[src/hdl/smt_pkg.sv]
`timescale 1ns / 1ps
`default_nettype none

package smt_pkg;

   // Request operations, carried on req_tuser
   localparam logic [1:0] OP_CLEAR   = 2'd0;
   localparam logic [1:0] OP_APPEND  = 2'd1;
   localparam logic [1:0] OP_STARTUP = 2'd2;
   localparam logic [1:0] OP_TICK    = 2'd3;

   // Schedule entry kinds
   localparam logic [2:0] KIND_STARTUP    = 3'd0;
   localparam logic [2:0] KIND_EVERY_MIN  = 3'd1;
   localparam logic [2:0] KIND_EVERY_HOUR = 3'd2;
   localparam logic [2:0] KIND_DAILY      = 3'd3;
   localparam logic [2:0] KIND_WEEKLY     = 3'd4;

   // Response status codes
   localparam logic [1:0] ST_OK      = 2'd0;
   localparam logic [1:0] ST_INVALID = 2'd1;
   localparam logic [1:0] ST_FULL    = 2'd2;
   localparam logic [1:0] ST_SERVED  = 2'd3;

   // Clock field limits
   localparam logic [5:0] MINUTE_MAX  = 6'd59;
   localparam logic [4:0] HOUR_MAX    = 5'd23;
   localparam logic [2:0] WEEKDAY_MAX = 3'd6;

   localparam int REQ_DATA_W = 40;
   localparam int RSP_DATA_W = 40;
   localparam int MASK_W     = 32;

   // One stored schedule entry
   typedef struct packed {
      logic [2:0] weekday;
      logic [5:0] minute;
      logic [4:0] hour;
      logic [5:0] period;
      logic [2:0] kind;
   } entry_type;

   // Request word layout, lowest field last
   typedef struct packed {
      logic [2:0] pad;
      logic [2:0] now_weekday;
      logic [4:0] now_hour;
      logic [5:0] now_minute;
      logic [2:0] entry_weekday;
      logic [5:0] entry_minute;
      logic [4:0] entry_hour;
      logic [5:0] entry_period;
      logic [2:0] entry_kind;
   } req_data_type;

   // Response word layout, lowest field last
   typedef struct packed {
      logic [5:0]  job_count;
      logic [1:0]  status;
      logic [31:0] due_mask;
   } rsp_data_type;

endpackage

`default_nettype wire

[src/hdl/schedule_match_table_top.sv]
`timescale 1ns / 1ps
`default_nettype none

// Clear, append and an already served tick go straight to the finish step, which loads the response.
// Startup and tick walk the table one entry at a time through scan and load (at most 32 entries),
// and each entry whose modulo runs 6 quotient bits in the shared divider adds the divide and check steps.
// One request at a time: ready again once its response is loaded into the output register;
// a waiting response holds the next request in its last step.
// Synchronous reset empties the table and marks no minute as served; entries keep old data.
module schedule_match_table_top #(
   parameter int MAX_JOBS = 32
) (
   input  logic                           clock,
   input  logic                           reset,
   input  logic                           req_tvalid,
   output logic                           req_tready,
   // opcode[1:0]
   input  logic [1:0]                     req_tuser,
   // entry_kind[2:0], entry_period[8:3], entry_hour[13:9], entry_minute[19:14],
   // entry_weekday[22:20], now_minute[28:23], now_hour[33:29], now_weekday[36:34]
   input  logic [smt_pkg::REQ_DATA_W-1:0] req_tdata,
   output logic                           rsp_tvalid,
   input  logic                           rsp_tready,
   // due_mask[31:0], status[33:32], job_count[39:34]
   output logic [smt_pkg::RSP_DATA_W-1:0] rsp_tdata
);
   import smt_pkg::*;

   localparam int IDX_W = (MAX_JOBS > 1) ? $clog2(MAX_JOBS) : 1;
   localparam int CNT_W = $clog2(MAX_JOBS + 1);
   localparam logic [CNT_W-1:0] MAX_CNT = CNT_W'(MAX_JOBS);
   localparam logic [2:0] DIV_LAST = 3'd5;

   localparam logic [2:0] S_IDLE = 3'd0;
   localparam logic [2:0] S_SCAN = 3'd1;
   localparam logic [2:0] S_LOAD = 3'd2;
   localparam logic [2:0] S_DIV  = 3'd3;
   localparam logic [2:0] S_CHK  = 3'd4;
   localparam logic [2:0] S_FIN  = 3'd5;

   entry_type job_mem [MAX_JOBS];

   logic [2:0]        state_ff, state_in;
   logic [CNT_W-1:0]  total_ff, total_in;
   logic [6:0]        last_ff, last_in;
   logic [1:0]        op_ff, op_in;
   logic [5:0]        now_min_ff, now_min_in;
   logic [4:0]        now_hour_ff, now_hour_in;
   logic [2:0]        now_wd_ff, now_wd_in;
   logic [CNT_W-1:0]  idx_ff, idx_in;
   logic [MASK_W-1:0] bit_ff, bit_in;
   logic [MASK_W-1:0] mask_ff, mask_in;
   logic [1:0]        status_ff, status_in;
   logic [5:0]        dvd_ff, dvd_in;
   logic [5:0]        rem_ff, rem_in;
   logic [2:0]        cnt_ff, cnt_in;
   logic              rsp_valid_ff, rsp_valid_in;
   rsp_data_type      rsp_data_ff, rsp_data_in;
   entry_type         rd_data_ff;

   req_data_type req_d;
   entry_type    new_entry;
   logic         entry_ok;
   logic         mem_we;
   logic [6:0]   trial;
   logic [5:0]   rem_next;
   logic         load_hit;
   logic         load_div;

   assign req_d      = req_data_type'(req_tdata);
   assign req_tready = (state_ff == S_IDLE);
   assign rsp_tvalid = rsp_valid_ff;
   assign rsp_tdata  = RSP_DATA_W'(rsp_data_ff);

   // Check and pack an appended entry, zeroing the fields its kind ignores
   always_comb begin
      new_entry      = '0;
      new_entry.kind = req_d.entry_kind;
      entry_ok       = 1'b0;
      case (req_d.entry_kind)
         KIND_STARTUP: begin
            entry_ok = 1'b1;
         end
         KIND_EVERY_MIN: begin
            entry_ok         = (req_d.entry_period != '0) && (req_d.entry_period <= MINUTE_MAX);
            new_entry.period = req_d.entry_period;
         end
         KIND_EVERY_HOUR: begin
            entry_ok         = (req_d.entry_period != '0)
                               && (req_d.entry_period <= 6'(HOUR_MAX));
            new_entry.period = req_d.entry_period;
         end
         KIND_DAILY: begin
            entry_ok         = (req_d.entry_hour <= HOUR_MAX) && (req_d.entry_minute <= MINUTE_MAX);
            new_entry.hour   = req_d.entry_hour;
            new_entry.minute = req_d.entry_minute;
         end
         KIND_WEEKLY: begin
            entry_ok          = (req_d.entry_hour <= HOUR_MAX) && (req_d.entry_minute <= MINUTE_MAX)
                                && (req_d.entry_weekday <= WEEKDAY_MAX);
            new_entry.hour    = req_d.entry_hour;
            new_entry.minute  = req_d.entry_minute;
            new_entry.weekday = req_d.entry_weekday;
         end
         default: begin
            entry_ok = 1'b0;
         end
      endcase
   end

   // One restoring division step: shift in a dividend bit, subtract if it fits
   assign trial    = {rem_ff, dvd_ff[5]};
   assign rem_next = (trial >= {1'b0, rd_data_ff.period})
                     ? 6'(trial - {1'b0, rd_data_ff.period}) : trial[5:0];

   // Decode the entry just read: direct hit, or hand the modulo to the divider
   always_comb begin
      load_hit = 1'b0;
      load_div = 1'b0;
      if (op_ff == OP_STARTUP) begin
         load_hit = (rd_data_ff.kind == KIND_STARTUP);
      end else begin
         case (rd_data_ff.kind)
            KIND_EVERY_MIN: begin
               load_div = (rd_data_ff.period != '0);
            end
            KIND_EVERY_HOUR: begin
               load_div = (rd_data_ff.period != '0) && (now_min_ff == '0);
            end
            KIND_DAILY: begin
               load_hit = (now_hour_ff == rd_data_ff.hour) && (now_min_ff == rd_data_ff.minute);
            end
            KIND_WEEKLY: begin
               load_hit = (now_wd_ff == rd_data_ff.weekday) && (now_hour_ff == rd_data_ff.hour)
                          && (now_min_ff == rd_data_ff.minute);
            end
            default: begin
               load_hit = 1'b0;
            end
         endcase
      end
   end

   // Sequencer next state
   always_comb begin
      state_in     = state_ff;
      total_in     = total_ff;
      last_in      = last_ff;
      op_in        = op_ff;
      now_min_in   = now_min_ff;
      now_hour_in  = now_hour_ff;
      now_wd_in    = now_wd_ff;
      idx_in       = idx_ff;
      bit_in       = bit_ff;
      mask_in      = mask_ff;
      status_in    = status_ff;
      dvd_in       = dvd_ff;
      rem_in       = rem_ff;
      cnt_in       = cnt_ff;
      rsp_valid_in = rsp_valid_ff & ~rsp_tready;
      rsp_data_in  = rsp_data_ff;
      mem_we       = 1'b0;
      case (state_ff)
         S_IDLE: begin
            if (req_tvalid) begin
               op_in       = req_tuser;
               now_min_in  = req_d.now_minute;
               now_hour_in = req_d.now_hour;
               now_wd_in   = req_d.now_weekday;
               idx_in      = '0;
               bit_in      = MASK_W'(1);
               mask_in     = '0;
               status_in   = ST_OK;
               state_in    = S_FIN;
               case (req_tuser)
                  OP_CLEAR: begin
                     total_in = '0;
                  end
                  OP_APPEND: begin
                     if (!entry_ok) begin
                        status_in = ST_INVALID;
                     end else if (total_ff >= MAX_CNT) begin
                        status_in = ST_FULL;
                     end else begin
                        mem_we   = 1'b1;
                        total_in = total_ff + 1'b1;
                     end
                  end
                  OP_STARTUP: begin
                     state_in = S_SCAN;
                  end
                  default: begin
                     if ({1'b0, req_d.now_minute} == last_ff) begin
                        status_in = ST_SERVED;
                     end else begin
                        last_in  = {1'b0, req_d.now_minute};
                        state_in = S_SCAN;
                     end
                  end
               endcase
            end
         end
         S_SCAN: begin
            // stop at the entry count or after the last reportable entry
            if ((idx_ff >= total_ff) || (bit_ff == '0)) begin
               state_in = S_FIN;
            end else begin
               state_in = S_LOAD;
            end
         end
         S_LOAD: begin
            if (load_div) begin
               dvd_in   = (rd_data_ff.kind == KIND_EVERY_MIN) ? now_min_ff : {1'b0, now_hour_ff};
               rem_in   = '0;
               cnt_in   = '0;
               state_in = S_DIV;
            end else begin
               mask_in  = load_hit ? (mask_ff | bit_ff) : mask_ff;
               idx_in   = idx_ff + 1'b1;
               bit_in   = bit_ff << 1;
               state_in = S_SCAN;
            end
         end
         S_DIV: begin
            dvd_in = dvd_ff << 1;
            rem_in = rem_next;
            cnt_in = cnt_ff + 1'b1;
            if (cnt_ff == DIV_LAST) begin
               state_in = S_CHK;
            end
         end
         S_CHK: begin
            mask_in  = (rem_ff == '0) ? (mask_ff | bit_ff) : mask_ff;
            idx_in   = idx_ff + 1'b1;
            bit_in   = bit_ff << 1;
            state_in = S_SCAN;
         end
         S_FIN: begin
            // hold until the output register is free
            if (!rsp_valid_ff || rsp_tready) begin
               rsp_valid_in          = 1'b1;
               rsp_data_in.due_mask  = mask_ff;
               rsp_data_in.status    = status_ff;
               rsp_data_in.job_count = 6'(total_ff);
               state_in              = S_IDLE;
            end
         end
         default: begin
            state_in = S_IDLE;
         end
      endcase
   end

   // Control registers
   always_ff @(posedge clock) begin
      if (reset) begin
         state_ff     <= S_IDLE;
         total_ff     <= '0;
         last_ff      <= '1;
         rsp_valid_ff <= 1'b0;
      end else begin
         state_ff     <= state_in;
         total_ff     <= total_in;
         last_ff      <= last_in;
         rsp_valid_ff <= rsp_valid_in;
      end
   end

   // Working and payload registers
   always_ff @(posedge clock) begin
      op_ff       <= op_in;
      now_min_ff  <= now_min_in;
      now_hour_ff <= now_hour_in;
      now_wd_ff   <= now_wd_in;
      idx_ff      <= idx_in;
      bit_ff      <= bit_in;
      mask_ff     <= mask_in;
      status_ff   <= status_in;
      dvd_ff      <= dvd_in;
      rem_ff      <= rem_in;
      cnt_ff      <= cnt_in;
      rsp_data_ff <= rsp_data_in;
   end

   // Entry table: append at the count, read the entry under scan
   always_ff @(posedge clock) begin
      if (mem_we) begin
         job_mem[total_ff[IDX_W-1:0]] <= new_entry;
      end
   end

   always_ff @(posedge clock) begin
      if (state_ff == S_SCAN) begin
         rd_data_ff <= job_mem[idx_ff[IDX_W-1:0]];
      end
   end

`ifndef SYNTHESIS
   a_total_bound : assert property (@(posedge clock) disable iff (reset)
      total_ff <= MAX_CNT)
      else $error("entry count beyond table size");

   a_clear_empties : assert property (@(posedge clock) disable iff (reset)
      (req_tvalid && req_tready && (req_tuser == OP_CLEAR)) |=> (total_ff == '0))
      else $error("clear did not empty the table");

   a_scan_onehot : assert property (@(posedge clock) disable iff (reset)
      (state_ff == S_LOAD || state_ff == S_DIV || state_ff == S_CHK) |-> $onehot(bit_ff))
      else $error("scan position lost");

   a_mask_behind_scan : assert property (@(posedge clock) disable iff (reset)
      (state_ff == S_SCAN) |-> ((mask_ff & ~(bit_ff - MASK_W'(1))) == '0))
      else $error("due bit set ahead of scan position");

   a_div_steps : assert property (@(posedge clock) disable iff (reset)
      (state_ff == S_DIV) |-> (cnt_ff <= DIV_LAST))
      else $error("divider step count out of range");
`endif

endmodule

`default_nettype wire

[config.mk]
export PLATFORM = sky130hd
export DESIGN_NAME = schedule_match_table_top
export DESIGN_NICKNAME = d
export VERILOG_FILES = /design/src/hdl/smt_pkg.sv /design/src/hdl/schedule_match_table_top.sv
export SDC_FILE = /design/constraint.sdc
export NUM_CORES = 1
export LEC_CHECK = 0
export CORE_MARGIN = 2
export CORE_UTILIZATION = 50
export CTS_BUF_LIST = sky130_fd_sc_hd__clkbuf_4 sky130_fd_sc_hd__clkbuf_8
export DETAILED_ROUTE_END_ITERATION = 6
export DONT_BUFFER_PORTS = 1
export PLACE_DENSITY_LB_ADDON = 0.12
export SLEW_MARGIN = 20
export SYNTH_ARGS = -nofsm -noshare
export SYNTH_HDL_FRONTEND = slang
export SYNTH_SLANG_ARGS = --single-unit
[constraint.sdc]
create_clock -name clock -period 11.5 [get_ports clock]
set_input_delay 1.15 -clock clock [delete_from_list [all_inputs] [get_ports clock]]
set_output_delay 1.15 -clock clock [all_outputs]
set_load 0.01 [all_outputs]
After elaboration in Yosys (flattened, before gate mapping)
Memories as Yosys holds them, arrays and structs flattened. A register that Yosys moved wholly into a read port is not among the register bits.
Index checks and enable logic that the tools add are counted.
{"block": "classes", "addsub": 4, "order_cmp": 8, "eq_ne": 30, "mux": 51, "n_bitwise": 5, "reduce_logical": 36}
{"cell": "$mux 32", "count": 6}
{"cell": "$pmux 32 s3", "count": 2}
{"cell": "$mux 6", "count": 9}
{"cell": "$pmux 6 s2", "count": 3}
{"cell": "$logic_not 32->1", "count": 1}
{"cell": "$or 32x32->32", "count": 1}
{"cell": "$mux 3", "count": 7}
{"cell": "$eq 3x2->1 const B", "count": 6}
{"cell": "$ne 2x2->1 const B", "count": 9}
{"cell": "$pmux 3 s6", "count": 1}
{"cell": "$pmux 6 s3", "count": 1}
{"cell": "$eq 3x3->1 const B", "count": 5}
{"cell": "$add 6x1->6 const B", "count": 2}
{"cell": "$le 6x6->1 const B", "count": 2}
{"cell": "$logic_not 6->1", "count": 2}
{"cell": "$pmux 3 s2", "count": 2}
{"cell": "$reduce_bool 6->1", "count": 2}
{"cell": "$mux 1", "count": 11}
{"cell": "$mux 11", "count": 1}
{"cell": "$reduce_and 5->1", "count": 2}
{"cell": "$eq 3x1->1 const B", "count": 3}
{"cell": "$logic_not 3->1", "count": 3}
{"cell": "$logic_and 1x1->1", "count": 8}
{"cell": "$mux 2", "count": 4}
{"cell": "29 further kinds", "count": 41}
{"block": "word_totals", "register_bits": 160, "ram_bits": 736, "in_bits": 46, "output_inout_bits": 42, "n_memories": 1}
{"name": "job_mem", "words": 32, "width": 23, "rd": 1, "rd_clocked_by_memory_dff": 1, "wr": 1, "line_no": "schedule_match_table_top.sv:41", "text": "entry_type job_mem [MAX_JOBS];"}

Longest topological paths before layout
Gate-level depths: netlist of the first run.
{"block": "logic_depth", "depth_word": 10, "depth_mapped": 11, "ltp_nobuf": 9}

Least setup slack after synthesis of the first run
No wires, ideal clock.
{"block": "synth_timing", "path_kind": "input -> register", "from": "input req_tvalid", "to": "register mask_ff[0] (enable)", "setup_time_ns": 0.441, "t_arrival_ns": 7.794, "setup_slack_ns": 3.265, "stages": 4, "cell_sequence": "nor3_1 a2111oi_1 o21ai_0 a31oi_1"}
{"block": "synth_between", "elab_chain_cells": 2}
{"item": "start, declared", "line_no": "schedule_match_table_top.sv:15", "text": "input logic req_tvalid,"}
{"item": "$ne 2x2->1 (no line)"}
{"item": "$reduce_and 5->1 (no line)"}
{"item": "end signal, assigned", "line_no": "schedule_match_table_top.sv:277", "text": "mask_ff <= mask_in;"}
{"item": "end, declared", "line_no": "schedule_match_table_top.sv:52", "text": "logic [MASK_W-1:0] mask_ff, mask_in;"}
Every way passes these cells.
A chain may end at the register's enable or synchronous reset.

Final worst setup path of the first run
{"block": "layout_timing", "from": "input req_tdata[0] (netlist bit)", "to": "memory job_mem[25][19] (netlist bit) (enable)"}
{"block": "layout_between", "elab_chain_cells": 8, "elab_cells_between_ends": 12, "cone_classes": "eq/ne (4); mux (7); reduce/logical (1)"}
{"item": "start, declared", "line_no": "schedule_match_table_top.sv:21", "text": "input logic [smt_pkg::REQ_DATA_W-1:0] req_tdata,"}
{"item": "$eq 3x3->1, or another cell as far along", "line_no": "schedule_match_table_top.sv:80", "text": "case (req_d.entry_kind)"}
{"item": "$pmux 1 s5 (*)", "line_no": "schedule_match_table_top.sv:80"}
{"item": "$mux 1 (*)", "line_no": "schedule_match_table_top.sv:180", "text": "if (!entry_ok) begin"}
{"item": "$mux 1 (*)", "line_no": "schedule_match_table_top.sv:175", "text": "case (req_tuser)"}
{"item": "$mux 1 (*)", "line_no": "schedule_match_table_top.sv:165", "text": "if (req_tvalid) begin"}
{"item": "$mux 1 (*)", "line_no": "schedule_match_table_top.sv:163", "text": "case (state_ff)"}
{"item": "$mux 1 (*)", "line_no": "schedule_match_table_top.sv:287", "text": "if (mem_we) begin"}
{"item": "$mux 1 (implied by the code) (*)", "line_no": "schedule_match_table_top.sv:288", "text": "job_mem[total_ff[IDX_W-1:0]] <= new_entry;"}
{"item": "end, declared", "line_no": "schedule_match_table_top.sv:41"}
Mark *: on every way between the ends. The rest lies on a longest branch, timed or not.

==> results of run 1 <==
final cells by class:
class | instances | area [um^2]
fillers | 5293 | 30500
flip-flops and latches | 919 | 27400
well taps | 950 | 1190
multi-input cells | 676 | 8200
clock inverters | 61 | 529
diodes | 1 | 2.50
inverters | 22 | 82.6
clock buffers | 203 | 2490
repair buffers | 43 | 686
per-stage QoR:
| step | setup WS, ps | utilization [%] | hold slack, ps |
|---|---|---|---|
| finish | 7300 | 57.1 | 415 |
| detailed placement | 6620 | 52.2 | 407 |
| CTS | 7150 | 56.4 | 367 |
| global route | 6990 | 57.1 | 395 |
| global placement | 6720 | 52.2 | 402 |
| floorplan | 3270 | - | 400 |
cell families after synthesis:
family / count (synthesis) / synth area share, %
AOI/OAI and AO/OA: 66 / 1.18
xor gates and xnor gates: 29 / 0.710
adders and majority gates: 20 / 0.720
buffers and inverters: 96 / 1.25
DFF: 919 / 76.6
muxes: 265 / 15.5
and+or+nand+nor: 296 / 3.97
critical path, cell delays in order:
cell	delay (ps)
nor2_1	440
a41oi_1	190
o21ai_1	410
or2_2	350
nand4_1	810
nor2_4	800
buf_4	450
state kept, by name, summed over array words and instances, names as in the netlist, 3 cells and up:
signal       cells
now_wd_ff        3
now_min_ff       6
dvd_ff           6
last_ff          7
state_ff         3
cnt_ff           3
bit_ff          32
job_mem        736
rsp_tdata       40
total_ff         6
rd_data_ff      23
mask_ff         32
idx_ff           6
now_hour_ff      5
rem_ff           6
synthesized netlist by cell type (2+ instances only):
cell type	count	share of area [%]
or4_1	2	0.042
clkbuf_1	36	0.38
and3_1	5	0.087
mux2_2	23	0.72
nand4_1	14	0.24
inv_1	22	0.23
and2_1	49	0.86
o21a_1	7	0.15
a31oi_1	6	0.10
a2111oi_0	2	0.049
ha_1	19	0.66
o31ai_1	2	0.042
a21o_1	2	0.042
mux4_2	230	14
a311oi_1	2	0.049
edfxtp_1	902	76
a211oi_1	4	0.084
buf_6	5	0.16
nor3_1	12	0.17
a41oi_1	2	0.049
nor2_1	130	1.4
o21ai_0	21	0.29
buf_4	10	0.21
dfxtp_1	17	0.95
nor3b_1	3	0.063
buf_1	13	0.14
a21oi_1	10	0.14
xnor2_1	22	0.54
nand2b_1	5	0.087
nor4_1	12	0.21
mux2i_1	12	0.34
xor2_1	7	0.17
nand3b_1	4	0.084
nor2b_1	4	0.070
buf_2	10	0.14
nand3_1	15	0.21
or2_2	2	0.035
nand2_1	36	0.38
layer usage:
metal  vias up  track usage (%)  wire, um  part of all wire, %
li1       7218                -         -                    -
met1      8934             31.4     34300                   43
met2       620             34.3     37800                   47
met3       126             5.99      5870                  7.4
met4         8             7.11      1690                  2.1
met5         -                0        58                0.073
where the power goes:
part | internal, mW | switching (mW) | leakage, nW
combinational | 0.908 | 1.05 | 2.64
clock | 1.55 | 1.29 | 1.57
sequential | 4.00 | 0.158 | 7.74
final timing paths:
kind / to / slack [ps]
min: rsp_tdata[32] / 410
min reg2reg: rsp_tdata[32] / 410
max reg2reg: rd_data_ff[15] / 7400
max: job_mem[25][19] / 7300
==> flow_metrics.py, run 1 <==
metrics = {
    "cts": {
        "cts_hold_buffers": 0,
        "post_cts_buffers": 0,
        "root_buffer": "clkbuf_8",
        "worstSkewPairLatency_ps": 800,
        "cts_sinks": 919,
        "cts_buffers": 151,
        "cts_buffer_depth": 3,
        "cts_resized": 0,
        "clk_pin_slew_ps": 60,
        "cts_tree": "done",
        "cts-htree-levels": 4,
    },
    "die": {
        "die_w_um": 272,
        "num_rows": 98,
        "coreArea_um2": 71100,
        "die_area_um2": 73700,
        "pin_count": 88,
        "initial_core_util_pct": 50.3,
        "fp.dieH_um": 272,
    },
    "placed_design": {
        "placed_area_um2": 37100,
        "port_buffers": 0,
        "gp_congestion": 0.827,
        "dp.cells": 2592,
        "dpl.hpwl_um": 43200,
    },
    "finish": {
        "mostFrequentLayoutCells": "902 x edfxtp_1, 230 x mux4_2, 154 x clkbuf_8",
        "postLayoutCellArea_um2": 40600,
        "layout_commonest_cell": "edfxtp_1",
        "drive_gt1_share_pct": 29.9,
        "layout.nets": 1879,
        "syn_to_final_growth_pct": 13.4,
        "fin_cells": 2875,
    },
    "power_and_ir_drop": {
        "p_leak_nw": 12.0,
        "vdd_drop_max_mv": 0.201,
        "power_mw": 8.96,
        "p_per_area_nw_per_um2": 221,
    },
    "worst_setup_path": {
        "crit_start": "req_tdata[0]",
        "ff2ff_path_depth": 5,
        "regToRegStartpoint": "idx_ff[0]",
        "arrival_ps": 4630,
        "worstPathMaxFanout": 38,
        "endpoint_kind": "flop",
        "worstSetupStartpointType": "input port",
        "critPathKind": "in -> reg",
        "crit_required_ps": 11940,
    },
    "detailed_routing": {
        "drt_iter0_drc": 1967,
        "drc_errors": 0,
        "dr.pass1.iters": 7,
        "via_per_inst": 5.88,
        "wirelength_um": 79700,
        "vias": 16900,
        "antenna_left": 0,
        "routedWlPerCell_um": 27.7,
    },
    "hold_path": {
        "hold_class": "reg -> reg",
        "hold_path_depth": 0,
        "worstHoldStart": "status_ff[0]",
    },
    "global_routing": {
        "grt_antenna_before_repair": 5,
        "grt_pass1_vias": 17400,
        "grt_overflow": 0,
        "grt_max_degree": 154,
        "grt_usage_pct": 22.3,
        "grt_pass1_wl_um": 117000,
    },
    "sta": {
        "relSlewSlack_pct": 24.7,
        "worstMarginPinSlew_ps": 1130,
        "finalCriticalPeriod_ps": 4200,
        "setup_tns_ps": 0,
        "fmax_mhz": 238,
        "setup_violations": 0,
        "fin_skew_ps": 42.3,
        "drv_slew": 0,
        "timing.final.crit_share_pct": 36.5,
        "hold_viol_final": 0,
        "rsz0062_at_grt": "false",
    },
    "synth": {
        "ys_ff_latch": 919,
        "synth_ff_type": "edfxtp_1",
        "yosysWarnings": 0,
        "syn_area_um2": 35800,
        "syn_nets": 1757,
        "syn_inst": 1691,
        "synth_edf_count": 902,
        "ys_types": 50,
        "ys_async_sr_fraction_pct": 0,
        "ys_seq_area_share_pct": 76.6,
        "syn_area_per_cell_um2": 21.2,
    },
    "run": {
        "timing.max_cap.violations": 0,
    },
    "run_status": {
        "status": "completed",
    },
}
Note: power is estimated with default switching activity, not from simulation.
==> run 2, diff against run 1 <==
==> constraint.sdc (replaced) <==
create_clock -name clock -period 4 [get_ports clock]
set_input_delay 0.4 -clock clock [delete_from_list [all_inputs] [get_ports clock]]
set_output_delay 0.4 -clock clock [all_outputs]
set_load 0.01 [all_outputs]
==> flow_metrics.py, run 2 (same netlist as run 1, synthesis figures left out) <==
metrics = {
    "worst_setup_path": {
        "crit_required_ps": 4400,
        "path_delay_family": "simple AND/OR/NAND/NOR gates",
        "path_buf_inv": 0,
        "ff2ff_path_depth": 5,
        "slowest_stage": "nor2_4",
        "critPathKind": "reg -> reg",
        "arrival_ps": 3480,
        "worstPathMaxFanout": 23,
        "worstSetupStartpointType": "flop",
        "crit_chain": "nor3_1, nand2_1, nor2_1, nand3_1, nor2_4",
        "endpoint_kind": "flop",
        "worst-path-stages": 5,
        "critPathMaxStageDelay_ps": 1020,
        "reg2reg_slack_ps": 920,
    },
    "die": {
        "coreArea_um2": 71100,
        "fp.dieH_um": 272,
        "die_area_um2": 73700,
        "pin_count": 88,
        "initial_core_util_pct": 50.3,
        "num_rows": 98,
        "die_w_um": 272,
    },
    "global_routing": {
        "grt_antenna_before_repair": 4,
        "grt_max_degree": 91,
        "grt_overflow": 0,
        "grt_usage_pct": 22.6,
        "grt_pass1_wl_um": 118000,
        "grt_pass1_vias": 17700,
    },
    "power_and_ir_drop": {
        "swShare_pct": 28.0,
        "p_per_area_nw_per_um2": 638,
        "p_sw_mw": 7.26,
        "internal_power_mw": 18.7,
        "vdd_drop_max_mv": 0.414,
        "comb_power_share_pct": 23.0,
        "p_leak_nw": 12.0,
        "power_frac_clock_pct": 30.8,
        "power_mw": 25.9,
        "seqPwrFrac_pct": 46.2,
    },
    "sta": {
        "relSlewSlack_pct": 25.2,
        "setup_tns_ps": 0,
        "timing.final.crit_share_pct": 77.1,
        "setup_violations": 0,
        "worstMarginPinSlew_ps": 1120,
        "rsz0062_at_grt": "false",
        "fin_skew_ps": 35.4,
        "hold_viol_final": 0,
        "fmax_mhz": 324,
        "finalCriticalPeriod_ps": 3080,
        "drv_slew": 0,
        "hold_ws_ps": 82.1,
    },
    "detailed_routing": {
        "drc_errors": 0,
        "drt_iter0_drc": 1880,
        "via_per_inst": 5.90,
        "dr.pass1.iters": 5,
        "wirelength_um": 81500,
        "antenna_left": 0,
        "routedWlPerCell_um": 28.1,
        "vias": 17100,
    },
    "cts": {
        "root_buffer": "clkbuf_8",
        "cts_resized": 0,
        "cts_tree": "done",
        "cts_buffers": 151,
        "post_cts_buffers": 0,
        "cts_sinks": 919,
        "worstSkewPairLatency_ps": 810,
        "cts_hold_buffers": 26,
        "cts_buffer_depth": 3,
        "cts-htree-levels": 4,
        "clk_pin_slew_ps": 60,
    },
    "finish": {
        "fin_cells": 2895,
        "largest_reg_flops": 736,
        "layout.nets": 1900,
        "layout_commonest_cell": "edfxtp_1",
        "drive_gt1_share_pct": 30.2,
        "mostFrequentLayoutCells": "902 x edfxtp_1, 230 x mux4_2, 158 x clkbuf_8",
        "final_core_util_pct": 57.1,
        "syn_to_final_growth_pct": 13.5,
    },
    "placed_design": {
        "port_buffers": 0,
        "gp_congestion": 0.812,
        "dp.cells": 2602,
        "dpl.hpwl_um": 46400,
    },
    "hold_path": {
        "hold_path_depth": 3,
        "hold_class": "in -> reg",
    },
    "run_status": {
        "status": "completed",
    },
    "run": {
        "timing.max_cap.violations": 0,
    },
}
-- run 2: power groups by stage --
stage                     registers [mW]  logic (mW)  clock network [mW]
final                               12.0        5.95                7.99
after global routing                12.0        6.36                8.58
after CTS                           12.0        6.06                8.18
after detailed placement            12.2        5.99                   0
after global placement              12.2        5.95                   0
after floorplan                     11.9        4.28                   0
-- run 2: area by class of cell --
cell class,instances,area (um^2)
flip-flops and latches,919,27400
clock inverters,54,398
multi-input cells,676,8230
inverters,22,82.6
clock buffers,206,2530
repair buffers,64,763
diodes,4,10.0
well taps,950,1190
fillers,5333,30500
-- run 2: tightest hold or removal path: stages --
cell and delay (ps):
o21ai_0 80, a211oi_1 90, a211oi_1 250
-- run 2: through the flow --
stage / setup WS [ps] / area (um^2)
after global routing: 818 / 40600
final: 917 / 40600
after global placement: 432 / 37300
after CTS: 935 / 40500
after detailed placement: 349 / 37300
after floorplan: -32.0 / 35800
-- run 2: routing by layer --
layer  share of wire, %  vias up  routed length (um)  track usage (%)
li1                   -     7262                   -                -
met1                 43     9093               35400             32.1
met2                 48      601               38900             35.2
met3                6.8      121                5540             5.23
met4                2.0        0                1650             6.88
met5                  0        -                   0                0
-- run 2: path summary, 6_finish.rpt --
kind	startpoint	to
setup / recovery	state_ff[2]	job_mem[31][22]
hold / removal	req_tuser[1]	state_ff[2]
setup reg to reg	state_ff[2]	job_mem[31][22]
hold reg to reg	status_ff[1]	rsp_tdata[33]
